<file path="src/rtl/ica_pkg.sv">
// ----------------------------------------------------------------------------
// ica_pkg
// shared constants, types and helpers of the interval coverage accumulator
// ----------------------------------------------------------------------------
`default_nettype none

package ica_pkg;

    localparam int MAP_POSITIONS = 65536;
    localparam int COUNT_BITS    = 32;
    localparam int POS_BITS      = 16;
    localparam int MULT_BITS     = 16;
    localparam int COV_BITS      = 32;
    localparam int FUNC_BITS     = 2;
    localparam int STATUS_BITS   = 2;

    localparam int ADDR_BITS = $clog2(MAP_POSITIONS);
    // wide enough for a 16-bit position and for the store depth itself
    localparam int CMP_BITS  = (ADDR_BITS + 1 > POS_BITS + 1) ? ADDR_BITS + 1 : POS_BITS + 1;
    localparam int SUM_BITS  = ((COUNT_BITS > MULT_BITS) ? COUNT_BITS : MULT_BITS) + 1;

    typedef logic [ADDR_BITS-1:0]   addr_t;
    typedef logic [COUNT_BITS-1:0]  count_t;
    typedef logic [POS_BITS-1:0]    pos_t;
    typedef logic [MULT_BITS-1:0]   mult_t;
    typedef logic [COV_BITS-1:0]    cov_t;
    typedef logic [FUNC_BITS-1:0]   func_t;
    typedef logic [STATUS_BITS-1:0] status_t;

    localparam func_t FUNC_CLEAR = 2'd0;
    localparam func_t FUNC_ADD   = 2'd1;
    localparam func_t FUNC_READ  = 2'd2;

    localparam status_t STATUS_OK      = 2'd0;
    localparam status_t STATUS_EMPTY   = 2'd1;
    localparam status_t STATUS_OUTSIDE = 2'd2;
    localparam status_t STATUS_BAD     = 2'd3;

    localparam addr_t               LAST_ADDR = addr_t'(MAP_POSITIONS - 1);
    localparam logic [CMP_BITS-1:0] POS_LIMIT = CMP_BITS'(MAP_POSITIONS);
    localparam count_t              COUNT_MAX = '1;

    typedef struct packed {
        logic   en;
        addr_t  addr;
        count_t data;
    } ram_wr_t;

    typedef struct packed {
        logic  en;
        addr_t addr;
    } ram_rd_t;

    typedef struct packed {
        cov_t    coverage;
        pos_t    low;
        pos_t    high;
        status_t status;
    } rsp_t;

    function automatic addr_t pos_to_addr(input pos_t pos);
        return addr_t'(pos);
    endfunction

    // saturating add of one multiplicity to a stored count
    function automatic count_t sat_add(input count_t cnt, input mult_t amt);
        logic [SUM_BITS-1:0] sum;
        logic [SUM_BITS-1:0] top;
        sum = SUM_BITS'(cnt) + SUM_BITS'(amt);
        top = SUM_BITS'(COUNT_MAX);
        return (sum > top) ? COUNT_MAX : count_t'(sum);
    endfunction

endpackage

`default_nettype wire

</file>
<file path="src/rtl/ica_ctrl.sv">
// ----------------------------------------------------------------------------
// ica_ctrl
// command sequencer: clearing sweep, read-modify-write walk, bounds tracking
// ----------------------------------------------------------------------------
`default_nettype none

module ica_ctrl (
    input  wire logic              aclk,
    input  wire logic              aresetn,
    input  wire logic              in_valid,
    output logic                   in_ready,
    input  wire ica_pkg::func_t    func,
    input  wire ica_pkg::pos_t     interval_start,
    input  wire ica_pkg::pos_t     interval_end,
    input  wire ica_pkg::mult_t    multiplicity,
    input  wire ica_pkg::pos_t     query_position,
    output logic                   rsp_valid,
    input  wire logic              rsp_ready,
    output ica_pkg::rsp_t          rsp,
    output ica_pkg::ram_wr_t       wr,
    output ica_pkg::ram_rd_t       rd,
    input  wire ica_pkg::count_t   rdata
);

    typedef enum logic [4:0] {
        S_SWEEP = 5'b00001,
        S_IDLE  = 5'b00010,
        S_ADD   = 5'b00100,
        S_READ  = 5'b01000,
        S_RESP  = 5'b10000
    } state_t;

    state_t            state_reg, state_next;
    ica_pkg::addr_t    sweep_addr_reg, sweep_addr_next;
    logic              sweep_rsp_reg, sweep_rsp_next;
    ica_pkg::pos_t     low_reg, low_next;
    ica_pkg::pos_t     high_reg, high_next;
    logic              filled_reg, filled_next;
    logic              issue_reg, issue_next;
    logic              pend_reg, pend_next;
    ica_pkg::addr_t    cur_reg, cur_next;
    ica_pkg::addr_t    last_reg, last_next;
    ica_pkg::addr_t    wr_addr_reg, wr_addr_next;
    ica_pkg::mult_t    mult_reg, mult_next;
    logic              rd_ok_reg, rd_ok_next;
    ica_pkg::cov_t     cov_reg, cov_next;
    ica_pkg::status_t  status_reg, status_next;

    logic bad_interval;

    assign bad_interval = (interval_end < interval_start) ||
        (ica_pkg::CMP_BITS'(interval_end) >= ica_pkg::POS_LIMIT);

    assign in_ready         = (state_reg == S_IDLE);
    assign rsp_valid        = (state_reg == S_RESP);
    assign rsp.coverage     = cov_reg;
    assign rsp.low          = low_reg;
    assign rsp.high         = high_reg;
    assign rsp.status       = status_reg;

    always_comb begin
        state_next      = state_reg;
        sweep_addr_next = sweep_addr_reg;
        sweep_rsp_next  = sweep_rsp_reg;
        low_next        = low_reg;
        high_next       = high_reg;
        filled_next     = filled_reg;
        issue_next      = issue_reg;
        pend_next       = pend_reg;
        cur_next        = cur_reg;
        last_next       = last_reg;
        wr_addr_next    = wr_addr_reg;
        mult_next       = mult_reg;
        rd_ok_next      = rd_ok_reg;
        cov_next        = cov_reg;
        status_next     = status_reg;
        wr              = '0;
        rd              = '0;

        unique case (state_reg)
            S_SWEEP: begin
                wr.en   = 1'b1;
                wr.addr = sweep_addr_reg;
                wr.data = '0;
                if (sweep_addr_reg == ica_pkg::LAST_ADDR) begin
                    sweep_addr_next = '0;
                    sweep_rsp_next  = 1'b0;
                    state_next      = sweep_rsp_reg ? S_RESP : S_IDLE;
                end else begin
                    sweep_addr_next = sweep_addr_reg + 1'b1;
                end
            end
            S_IDLE: begin
                if (in_valid) begin
                    cov_next    = '0;
                    status_next = ica_pkg::STATUS_OK;
                    unique case (func)
                        ica_pkg::FUNC_CLEAR: begin
                            low_next       = '0;
                            high_next      = '0;
                            filled_next    = 1'b0;
                            sweep_rsp_next = 1'b1;
                            state_next     = S_SWEEP;
                        end
                        ica_pkg::FUNC_ADD: begin
                            if (bad_interval) begin
                                status_next = ica_pkg::STATUS_BAD;
                                state_next  = S_RESP;
                            end else begin
                                // bounds as they stand after this add
                                if (!filled_reg) begin
                                    low_next  = interval_start;
                                    high_next = interval_end;
                                end else begin
                                    if (interval_start < low_reg) low_next = interval_start;
                                    if (interval_end > high_reg) high_next = interval_end;
                                end
                                filled_next = 1'b1;
                                cur_next    = ica_pkg::pos_to_addr(interval_start);
                                last_next   = ica_pkg::pos_to_addr(interval_end);
                                mult_next   = multiplicity;
                                issue_next  = 1'b1;
                                pend_next   = 1'b0;
                                state_next  = S_ADD;
                            end
                        end
                        ica_pkg::FUNC_READ: begin
                            rd.en   = 1'b1;
                            rd.addr = ica_pkg::pos_to_addr(query_position);
                            if (!filled_reg) begin
                                status_next = ica_pkg::STATUS_EMPTY;
                                rd_ok_next  = 1'b0;
                            end else if (query_position < low_reg ||
                                         query_position > high_reg) begin
                                status_next = ica_pkg::STATUS_OUTSIDE;
                                rd_ok_next  = 1'b0;
                            end else begin
                                rd_ok_next  = 1'b1;
                            end
                            state_next = S_READ;
                        end
                        default: begin
                            state_next = S_RESP;
                        end
                    endcase
                end
            end
            S_ADD: begin
                // write back the count read last cycle
                if (pend_reg) begin
                    wr.en   = 1'b1;
                    wr.addr = wr_addr_reg;
                    wr.data = ica_pkg::sat_add(rdata, mult_reg);
                end
                if (issue_reg) begin
                    rd.en        = 1'b1;
                    rd.addr      = cur_reg;
                    wr_addr_next = cur_reg;
                    pend_next    = 1'b1;
                    if (cur_reg == last_reg) begin
                        issue_next = 1'b0;
                    end else begin
                        cur_next = cur_reg + 1'b1;
                    end
                end else begin
                    pend_next  = 1'b0;
                    state_next = S_RESP;
                end
            end
            S_READ: begin
                cov_next   = rd_ok_reg ? ica_pkg::COV_BITS'(rdata) : '0;
                state_next = S_RESP;
            end
            S_RESP: begin
                if (rsp_ready) begin
                    state_next = S_IDLE;
                end
            end
            default: begin
                state_next = S_IDLE;
            end
        endcase
    end

    always_ff @(posedge aclk) begin
        if (!aresetn) begin
            state_reg      <= S_SWEEP;
            sweep_addr_reg <= '0;
            sweep_rsp_reg  <= 1'b0;
            low_reg        <= '0;
            high_reg       <= '0;
            filled_reg     <= 1'b0;
            issue_reg      <= 1'b0;
            pend_reg       <= 1'b0;
        end else begin
            state_reg      <= state_next;
            sweep_addr_reg <= sweep_addr_next;
            sweep_rsp_reg  <= sweep_rsp_next;
            low_reg        <= low_next;
            high_reg       <= high_next;
            filled_reg     <= filled_next;
            issue_reg      <= issue_next;
            pend_reg       <= pend_next;
        end
    end

    always_ff @(posedge aclk) begin
        cur_reg     <= cur_next;
        last_reg    <= last_next;
        wr_addr_reg <= wr_addr_next;
        mult_reg    <= mult_next;
        rd_ok_reg   <= rd_ok_next;
        cov_reg     <= cov_next;
        status_reg  <= status_next;
    end

endmodule

`default_nettype wire

</file>
<file path="config.mk">
export PLATFORM = sky130hd
export DESIGN_NAME = ica_ctrl
export DESIGN_NICKNAME = d
export VERILOG_FILES = /design/src/rtl/ica_pkg.sv /design/src/rtl/ica_ctrl.sv
export SDC_FILE = /design/constraint.sdc
export NUM_CORES = 1
export LEC_CHECK = 0
export BUFFER_PORTS_ARGS = -buffer_cell sky130_fd_sc_hd__buf_2
export CAP_MARGIN = 5
export CORE_MARGIN = 2
export CORE_UTILIZATION = 32
export CTS_CLUSTER_SIZE = 10
export DETAILED_ROUTE_END_ITERATION = 7
export REMOVE_ABC_BUFFERS = 1
export SYNTH_ARGS = -nofsm -noshare
export SYNTH_HDL_FRONTEND = slang
export SYNTH_SLANG_ARGS = --single-unit
</file>
<file path="constraint.sdc">
create_clock -name aclk -period 9.2 [get_ports aclk]
set_input_delay 0.92 -clock aclk [delete_from_list [all_inputs] [get_ports aclk]]
set_output_delay 0.92 -clock aclk [all_outputs]
set_load 0.02 [all_outputs]
</file>
# Word-level counts from Yosys, hierarchy flattened
# Index checks and enable logic that the tools add are counted.
# totals
reg_bits	156
elab_cells	118
out_inout_bits	134
input_bits	102
# classes
n_lt_le_gt_ge	6
addsub	3
n_reduce_logical	18
eq_ne	21
mux	54
n_bitwise	1
# op_table
op	n
$mux 16	12
$pmux 49 s2	1
$mux 32	3
$pmux 16 s2	3
$pmux 32 s2	1
$mux 17	3
$mux 49	1
$lt 16x16->1	3
$pmux 17 s2	1
$add 32x16->33	1
$gt 33x32->1 const B	1
$add 16x1->16 const B	2
$gt 16x16->1	2
$mux 5	6
$pmux 5 s5	1
$reduce_and 4->1	5
$eq 16x16->1	1
$eq 16x16->1 const B	1
$pmux 5 s3	1
$ne 2x2->1 const B	7
$mux 1	13
$reduce_and 5->1	2
$pmux 1 s2	4
$reduce_bool 2->1	4
other kinds (17)	24

# Longest topological paths before layout
# Gate-level depths: netlist of run 1.
# logic_depth
ltp_word	5
ltp_mapped	11
depth_no_buf	9

# Worst setup path after synthesis of run 1
# Ideal clock, no wire load.
# synth_timing
path_kind	input port to flip-flop
start	input port interval_start[11]
end	register cur_reg[0], enable pin
setup_slack_ns	4.405
t_required_ns	8.864
n_path_buf	0
stages	7
arrival_ns	4.459
setup_time_ns	0.336
path_cell_list	inv_1 ha_1 nand2_1 nor3_2 or4b_1 a41oi_1 or2_2
# synth_via
elab_chain_cells	3
# synth_lines
item	line_no	rtl
from (decl)	ica_ctrl.sv:13	input wire ica_pkg::pos_t interval_start,
$lt 16x16->1	ica_ctrl.sv:51	assign bad_interval = (interval_end < interval_start) ||
$ne 2x2->1 (no line)	-	
$reduce_and 6->1 (no line)	-	
to (signal assigned)	ica_ctrl.sv:208	cur_reg <= cur_next;
to (decl)	ica_ctrl.sv:41	ica_pkg::addr_t cur_reg, cur_next;
# Every way passes these cells.
# A chain may end at the register's enable or synchronous reset.

==> results of run 1 <==
-- layout by cell type (no fill, tap or decap), types with 17 or more instances in the layout --
master and count:
sky130_fd_sc_hd__nor2_1 44, sky130_fd_sc_hd__xor2_1 20, sky130_fd_sc_hd__and2_1 44, sky130_fd_sc_hd__mux2i_1 32
sky130_fd_sc_hd__nand4_1 23, sky130_fd_sc_hd__a22o_1 33, sky130_fd_sc_hd__nand3_1 66, sky130_fd_sc_hd__clkbuf_16 17
sky130_fd_sc_hd__inv_1 67, sky130_fd_sc_hd__dfxtp_1 57, sky130_fd_sc_hd__buf_2 235, sky130_fd_sc_hd__edfxtp_1 99
sky130_fd_sc_hd__xnor2_1 35, sky130_fd_sc_hd__nand2_1 95, sky130_fd_sc_hd__a21oi_1 69, sky130_fd_sc_hd__o21ai_0 45
sky130_fd_sc_hd__ha_1 100
-- area by class of cell --
class	count	area, µm²
Clock buffer	18	433
Inverter	68	255
Sequential cell	156	4110
Tap cell	396	495
Timing Repair Buffer	247	1270
Fill cell	3118	18600
Clock inverter	14	105
Multi-Input combinational cell	777	5540
-- per-layer routing --
metal  up-vias  wire, µm
met5         -         0
li1       4292         -
met2       355     14100
met1      4181     14000
met4         0       579
met3        33      2140
-- cell usage after synthesis, drive strengths merged (3+ instances only) --
cell type,number
ha,100
edfxtp,99
nand2,95
a21oi,69
inv,67
nand3,66
dfxtp,57
o21ai,46
nor2,45
and2,44
clkbuf,41
xnor2,35
a22o,33
mux2i,32
nand4,23
xor2,20
nor3,13
and3,12
nor4,12
a211oi,11
and4,10
nor2b,10
a21o,8
buf,8
o21a,8
a31oi,6
a41oi,6
nand2b,6
o21bai,5
or2,5
or3,5
nor4bb,4
o211ai,4
a2111oi,3
a311oi,3
and4b,3
-- path summary, 6_finish.rpt --
kind | cells after the start | startpoint | end
min | 2 | low_reg[15] | low_reg[15]
max reg2reg | 6 | state_reg[4] | cur_reg[7]
max | 12 | rdata[0] | wr[26]
min reg2reg | 2 | low_reg[15] | low_reg[15]
-- critical path: cells and delay by family --
family                     cells  cell delay [ps]
AOI/OAI and AO/OA              4             1290
adders and majority gates      2              620
and+or+nand+nor                2              790
buffers and inverters          4              620
-- logic make-up (layout without fill, tap and decap cells) --
family | after synthesis | in the layout
flip-flops | 156 | 156
AO/OA/AOI/OAI | 225 | 225
XOR/XNOR | 55 | 55
adder cells (fa/ha/maj) | 101 | 101
multiplexers | 32 | 32
buffers and inverters | 117 | 347
AND/OR/NAND/NOR | 364 | 364
-- power by group through the flow --
stage | Sequential [mW] | Clock (mW) | Combinational (mW)
after floorplan | 0.772 | 0 | 0.114
after global placement | 0.771 | 0 | 0.205
after detailed placement | 0.771 | 0 | 0.209
after CTS | 0.756 | 0.684 | 0.210
after global routing | 0.757 | 0.713 | 0.235
final | 0.756 | 0.670 | 0.210
-- per-stage QoR --
stage / setup slack, ps / hold slack (ps) / utilization, %
floorplan: 4040 / 466 / -
global placement: 4230 / 461 / 37.8
detailed placement: 4050 / 465 / 37.8
CTS: 4030 / 476 / 39.6
global route: 3840 / 507 / 39.6
finish: 4040 / 477 / 39.6
==> results.json, run 1 <==
{
  "hold_viol": 0,
  "drv_slew": 0,
  "power.total_mw": 1.64,
  "place.detailed.hpwl_mm": 24.1,
  "power_switching_share_pct": 27.8,
  "p_int_mw": 1.18,
  "routabilityCongestion": 0.879,
  "critical_path.most_common_cell": "sky130_fd_sc_hd__buf_2",
  "critPathRequiredTime_ps": 8280,
  "max_stage_delay_ps": 610,
  "cts_max_level": 4,
  "post_cts_buffers": 0,
  "postSynthRegisterBits": 156,
  "synth_simple_gate_area_share_pct": 19.2,
  "sequentialPowerShare_pct": 46.2,
  "grt.overflow.total": 0,
  "global_route.usage.met3_pct": 3.97,
  "groute.usage.overall_pct": 18.5,
  "antenna_found_initial": 0,
  "maximum_number_of_pins_on_one_net_before_global_route_repair": 81,
  "clock_pin_transition_on_the_worst_setup_and_hold_timing_paths_ps": 70,
  "hold_fix_buffers_cts": 0,
  "design.core.area_mm2": 0.0308,
  "crit_slowest_cell": "sky130_fd_sc_hd__nand3_1",
  "insertion_delay_ps": 430,
  "path_cells": "buf_2 -> ha_1 -> inv_1 -> fa_1 -> nor2b_1 -> o31a_1 -> o21ai_0 -> a211oi_1 -> buf_4 -> nand3_1 -> a311oi_1 -> buf_2",
  "status": "finished clean",
  "die_w_um": 181,
  "clock_sink_count": 156,
  "die_h_um": 181,
  "synth.yosys.seq_area_share_pct": 40.8,
  "setup-tns-final_ps": 0,
  "port_buffers": 235,
  "synth_enable_flop_cells": 99,
  "initial_core_util_pct": 32.7,
  "power_frac_clock_pct": 40.9,
  "synth_top_cell_by_area": "sky130_fd_sc_hd__edfxtp_1",
  "muxShareOfSynthArea_pct": 3.18,
  "ioPinCount": 236,
  "netlist_top_cells_area": "sky130_fd_sc_hd__edfxtp_1, sky130_fd_sc_hd__ha_1, sky130_fd_sc_hd__dfxtp_1",
  "share_comb_of_total_power_pct": 12.8,
  "synthesized_area_divided_by_synthesized_cell_count_um2": 9.60,
  "cell_area_reported_after_detailed_placement_mm2": 0.0117,
  "clock.fmax_ghz": 0.194,
  "endpoint_kind": "output port",
  "vias_per_cell": 5.29,
  "grt_setup_unrepaired": "no",
  "power_per_cell_area_mw_per_mm2": 134,
  "synth_area_in_compound_gates_pct": 14.8,
  "ys_async_sr_fraction_pct": 0,
  "antenna_violating_nets_post_route": 0,
  "grt_pass1_wl_mm": 47.7,
  "dr.pass1.iters": 5,
  "synth_top_area_share_pct": 29.5,
  "crit_arrival_ps": 4240,
  "initial_drc_count": 470,
  "tritoncts": "yes",
  "cellLeakagePower_nw": 5.01,
  "worstPathMaxFanout": 18,
  "final_area_mm2": 0.0122,
  "use_met1_pct": 24.4,
  "synth_warnings": 0,
  "skew_ps": 16.4,
  "timing.slew.headroom_pct": 32.8,
  "rows": 64,
  "finalNetCount": 1470,
  "syn-instance-count": 1050,
  "design.die.area_mm2": 0.0329,
  "holdCritPathClass": "flop to flop",
  "timing.final.crit_share_pct": 56.1,
  "synth_xor_xnor_area_share_pct": 4.78,
  "insertedDiodeCount": 0,
  "first_global_vias": 8642,
  "syn-cell-area_mm2": 0.0101,
  "netlist-cell-type-count": 74,
  "clock_tree.buffer_depth": 2,
  "routed_wire_length_per_instance_um": 18.4,
  "grt-busiest-layer": "met2",
  "p_switching_uw": 454,
  "post_cts_sizing_count": 0,
  "finish.cell_count_without_fillers": 1676,
  "critPathKind": "input pin to output port",
  "combinational_family_with_the_most_area_after_synthesis": "simple AND/OR/NAND/NOR gates",
  "largest_register_ffs": 32,
  "post_synth_fa_ha_maj_area_fraction_pct": 12.6,
  "detail_route.drc_violations": 0,
  "cts_buffers": 17,
  "setup_viol_count_final": 0,
  "drive_above_1_share_pct": 23.3,
  "wl_mm": 30.8,
  "max-cap-violations": 0,
  "critPathLaunchType": "input pin",
  "least_margin_pin_slew_ps": 1010,
  "groute.layer.met2.usage_pct": 30.8,
  "reg2reg_setup_slack_ps": 6010,
  "worst_ir_drop_vdd_mv": 0.118,
  "cts_root_buf": "sky130_fd_sc_hd__clkbuf_16",
  "synth_flop_cell": "sky130_fd_sc_hd__edfxtp_1",
  "area_delta_synth_final_pct": 21.1,
  "layout_min_cycle_time_ps": 5160,
  "dpl.cell_count": 1644,
  "dr_total_vias": 8861
}
Power figures use the tool's default switching activity.
==> run 2: changes to the inputs <==
--- a/config.mk
+++ b/config.mk
@@ -5,6 +5,7 @@
 export SDC_FILE = /design/constraint.sdc
 export NUM_CORES = 1
 export LEC_CHECK = 0
+export ABC_AREA = 1
 export BUFFER_PORTS_ARGS = -buffer_cell sky130_fd_sc_hd__buf_2
 export CAP_MARGIN = 5
 export CORE_MARGIN = 2
==> constraint.sdc (replaced) <==
create_clock -name aclk -period 5.01 [get_ports aclk]
set_input_delay 0.501 -clock aclk [delete_from_list [all_inputs] [get_ports aclk]]
set_output_delay 0.501 -clock aclk [all_outputs]
set_load 0.02 [all_outputs]
==> results.json, run 2 <==
{
  "status": "finished clean",
  "final_cell_mix": "sky130_fd_sc_hd__nand2_1, sky130_fd_sc_hd__buf_2, sky130_fd_sc_hd__inv_1",
  "ys_async_sr_fraction_pct": 0,
  "grt_setup_unrepaired": "no",
  "vias_per_cell": 4.79,
  "wl_mm": 32.0,
  "dr_total_vias": 9625,
  "timing.final.crit_share_pct": 71.7,
  "clock.fmax_ghz": 0.279,
  "holdCritPathClass": "input pin to flop",
  "final_area_mm2": 0.0127,
  "worstPathMaxFanout": 27,
  "synth_enable_flop_cells": 99,
  "power.total_mw": 3.29,
  "largest_register_ffs": 32,
  "synth_top_cell_by_area": "sky130_fd_sc_hd__edfxtp_1",
  "dpl.cell_count": 1975,
  "cell_area_reported_after_detailed_placement_mm2": 0.0121,
  "syn-instance-count": 1322,
  "port_buffers": 235,
  "post_cts_sizing_count": 0,
  "netlist-cell-type-count": 49,
  "initial_core_util_pct": 32.4,
  "cts_buffers": 17,
  "power_frac_clock_pct": 39.3,
  "synth.yosys.seq_area_share_pct": 39.3,
  "tritoncts": "yes",
  "clock_sink_count": 156,
  "synth_flop_cell": "sky130_fd_sc_hd__edfxtp_1",
  "synth_warnings": 0,
  "synth_top_cells_by_count": "sky130_fd_sc_hd__nand2_1, sky130_fd_sc_hd__inv_1, sky130_fd_sc_hd__nor2_1",
  "critPathRequiredTime_ps": 4510,
  "cts_root_buf": "sky130_fd_sc_hd__clkbuf_16",
  "layout_setup_ws_ps": 1420,
  "power_per_cell_area_mw_per_mm2": 260,
  "netlist_top_cells_area": "sky130_fd_sc_hd__edfxtp_1, sky130_fd_sc_hd__ha_1, sky130_fd_sc_hd__nand2_1",
  "crit_arrival_ps": 3090,
  "grt.overflow.total": 0,
  "critPathLaunchType": "flop",
  "path_cells": "ha_1 -> inv_1 -> fa_1 -> inv_1 -> nand2_1 -> o21ai_2 -> a21oi_2 -> nand3b_4 -> nand2_4 -> nand3_4 -> nand3_1 -> nand2_1 -> inv_1 -> buf_2",
  "grt_pass1_wl_mm": 49.4,
  "insertion_delay_ps": 440,
  "p_switching_mw": 1.01,
  "critPathKind": "flop to output port",
  "drive_above_1_share_pct": 21.5,
  "antenna_violating_nets_post_route": 0,
  "share_comb_of_total_power_pct": 18.4,
  "die_w_um": 185,
  "routabilityCongestion": 0.921,
  "maximum_number_of_pins_on_one_net_before_global_route_repair": 38,
  "post_cts_buffers": 0,
  "drv_slew": 0,
  "area_delta_synth_final_pct": 20.9,
  "setup_viol_count_final": 0,
  "clock_tree.buffer_depth": 2,
  "synthMostInstantiatedCell": "sky130_fd_sc_hd__nand2_1",
  "synth_top_area_share_pct": 28.4,
  "layout_min_cycle_time_ps": 3590,
  "pre_cts_ws_ps": 1600,
  "worst_ir_drop_vdd_mv": 0.236,
  "hold_fix_buffers_cts": 0,
  "ioPinCount": 236,
  "finish.cell_count_without_fillers": 2008,
  "groute.usage.overall_pct": 18.8,
  "finalNetCount": 1755,
  "first_global_vias": 9458,
  "least_margin_pin_slew_ps": 882,
  "sequentialPowerShare_pct": 42.4,
  "crit_slowest_cell": "sky130_fd_sc_hd__fa_1",
  "postSynthRegisterBits": 156,
  "hold_viol": 0,
  "design.core.area_mm2": 0.0324,
  "die_h_um": 185,
  "critical_path.most_common_cell": "sky130_fd_sc_hd__inv_1",
  "timing.slew.headroom_pct": 41.2,
  "synthesized_area_divided_by_synthesized_cell_count_um2": 7.93,
  "detail_route.drc_violations": 0,
  "design.die.area_mm2": 0.0342,
  "antenna_found_initial": 2,
  "routed_wire_length_per_instance_um": 16.0,
  "setup-tns-final_ps": 0,
  "rows": 66,
  "cts_max_level": 4,
  "max_stage_delay_ps": 400,
  "initial_drc_count": 554,
  "p_int_mw": 2.29,
  "syn-cell-area_mm2": 0.0105,
  "cellLeakagePower_nw": 5.85,
  "layout_commonest_cell": "sky130_fd_sc_hd__nand2_1",
  "dr.pass1.iters": 5,
  "power_switching_share_pct": 30.6,
  "skew_ps": 13.5,
  "endpoint_kind": "output port",
  "place.detailed.hpwl_mm": 25.3,
  "max-cap-violations": 0,
  "clock_pin_transition_on_the_worst_setup_and_hold_timing_paths_ps": 70
}
-- run 2: cell count changes after synthesis, moves of 28 or more --
cell / delta
sky130_fd_sc_hd__and2_1: -44
sky130_fd_sc_hd__clkbuf_1: -28
sky130_fd_sc_hd__inv_1: +109
sky130_fd_sc_hd__mux2i_1: -32
sky130_fd_sc_hd__nand2_1: +213
sky130_fd_sc_hd__nor2_1: +105
-- run 2: cell families (layout without fill, tap and decap cells) --
logic type                 after synthesis  in the layout  synth area share, %
AOI/OAI and AO/OA                      205            205                 11.8
xor gates and xnor gates                47             47                 3.93
adders and majority gates              101            101                 12.1
buffers and inverters                  218            461                 8.41
DFF                                    156            156                 39.3
other                                    0              1                    0
and+or+nand+nor                        595            595                 24.5
-- run 2: final cells by class --
cell class / count / area [µm²]
Fill cell: 3396 / 19700
Multi-Input combinational cell: 948 / 5490
Sequential cell: 156 / 4110
Timing Repair Buffer: 243 / 1240
Inverter: 186 / 699
Tap cell: 442 / 553
Clock buffer: 21 / 460
Clock inverter: 11 / 109
Antenna cell: 1 / 2.50
-- run 2: final timing paths --
path,start,end,slack [ps],depth (start not counted)
hold reg to reg,sweep_rsp_reg,sweep_rsp_reg,470,2
hold / removal,multiplicity[12],mult_reg[12],230,1
setup reg to reg,state_reg[4],state_reg[1],2360,9
setup / recovery,mult_reg[0],wr[21],1420,14
-- run 2: per-stage QoR --
| stage | utilization [%] | hold WS (ps) |
|---|---|---|
| after global placement | 37.4 | 454 |
| after detailed placement | 37.4 | 458 |
| final | 39.1 | 232 |
| after floorplan | - | 444 |
| after CTS | 39.1 | 215 |
| after global routing | 39.1 | 211 |
-- run 2: critical path: cells and delay by family, from the launching register on --
family / cells / cell delay (ps)
AO/OA/AOI/OAI: 2 / 370
buffers and inverters: 4 / 330
AND/OR/NAND/NOR: 6 / 1060
adder cells (fa/ha/maj): 2 / 550
flip-flops: 1 / 330
-- run 2: per-layer routing --
| metal | share of wire [%] | vias to the layer above | GRT usage [%] |
|---|---|---|---|
| li1 | - | 4812 | - |
| met4 | 1.9 | 2 | 5.52 |
| met3 | 7.9 | 35 | 5.21 |
| met2 | 48 | 370 | 32.9 |
| met1 | 42 | 4406 | 22.5 |
| met5 | 0.041 | - | 0 |
-- run 2: power groups by stage --
stage | registers [mW] | logic (mW) | clock network (mW)
detailed placement | 1.42 | 0.603 | 0
global placement | 1.42 | 0.599 | 0
finish | 1.40 | 0.605 | 1.29
CTS | 1.39 | 0.608 | 1.32
floorplan | 1.42 | 0.367 | 0
global route | 1.40 | 0.675 | 1.37
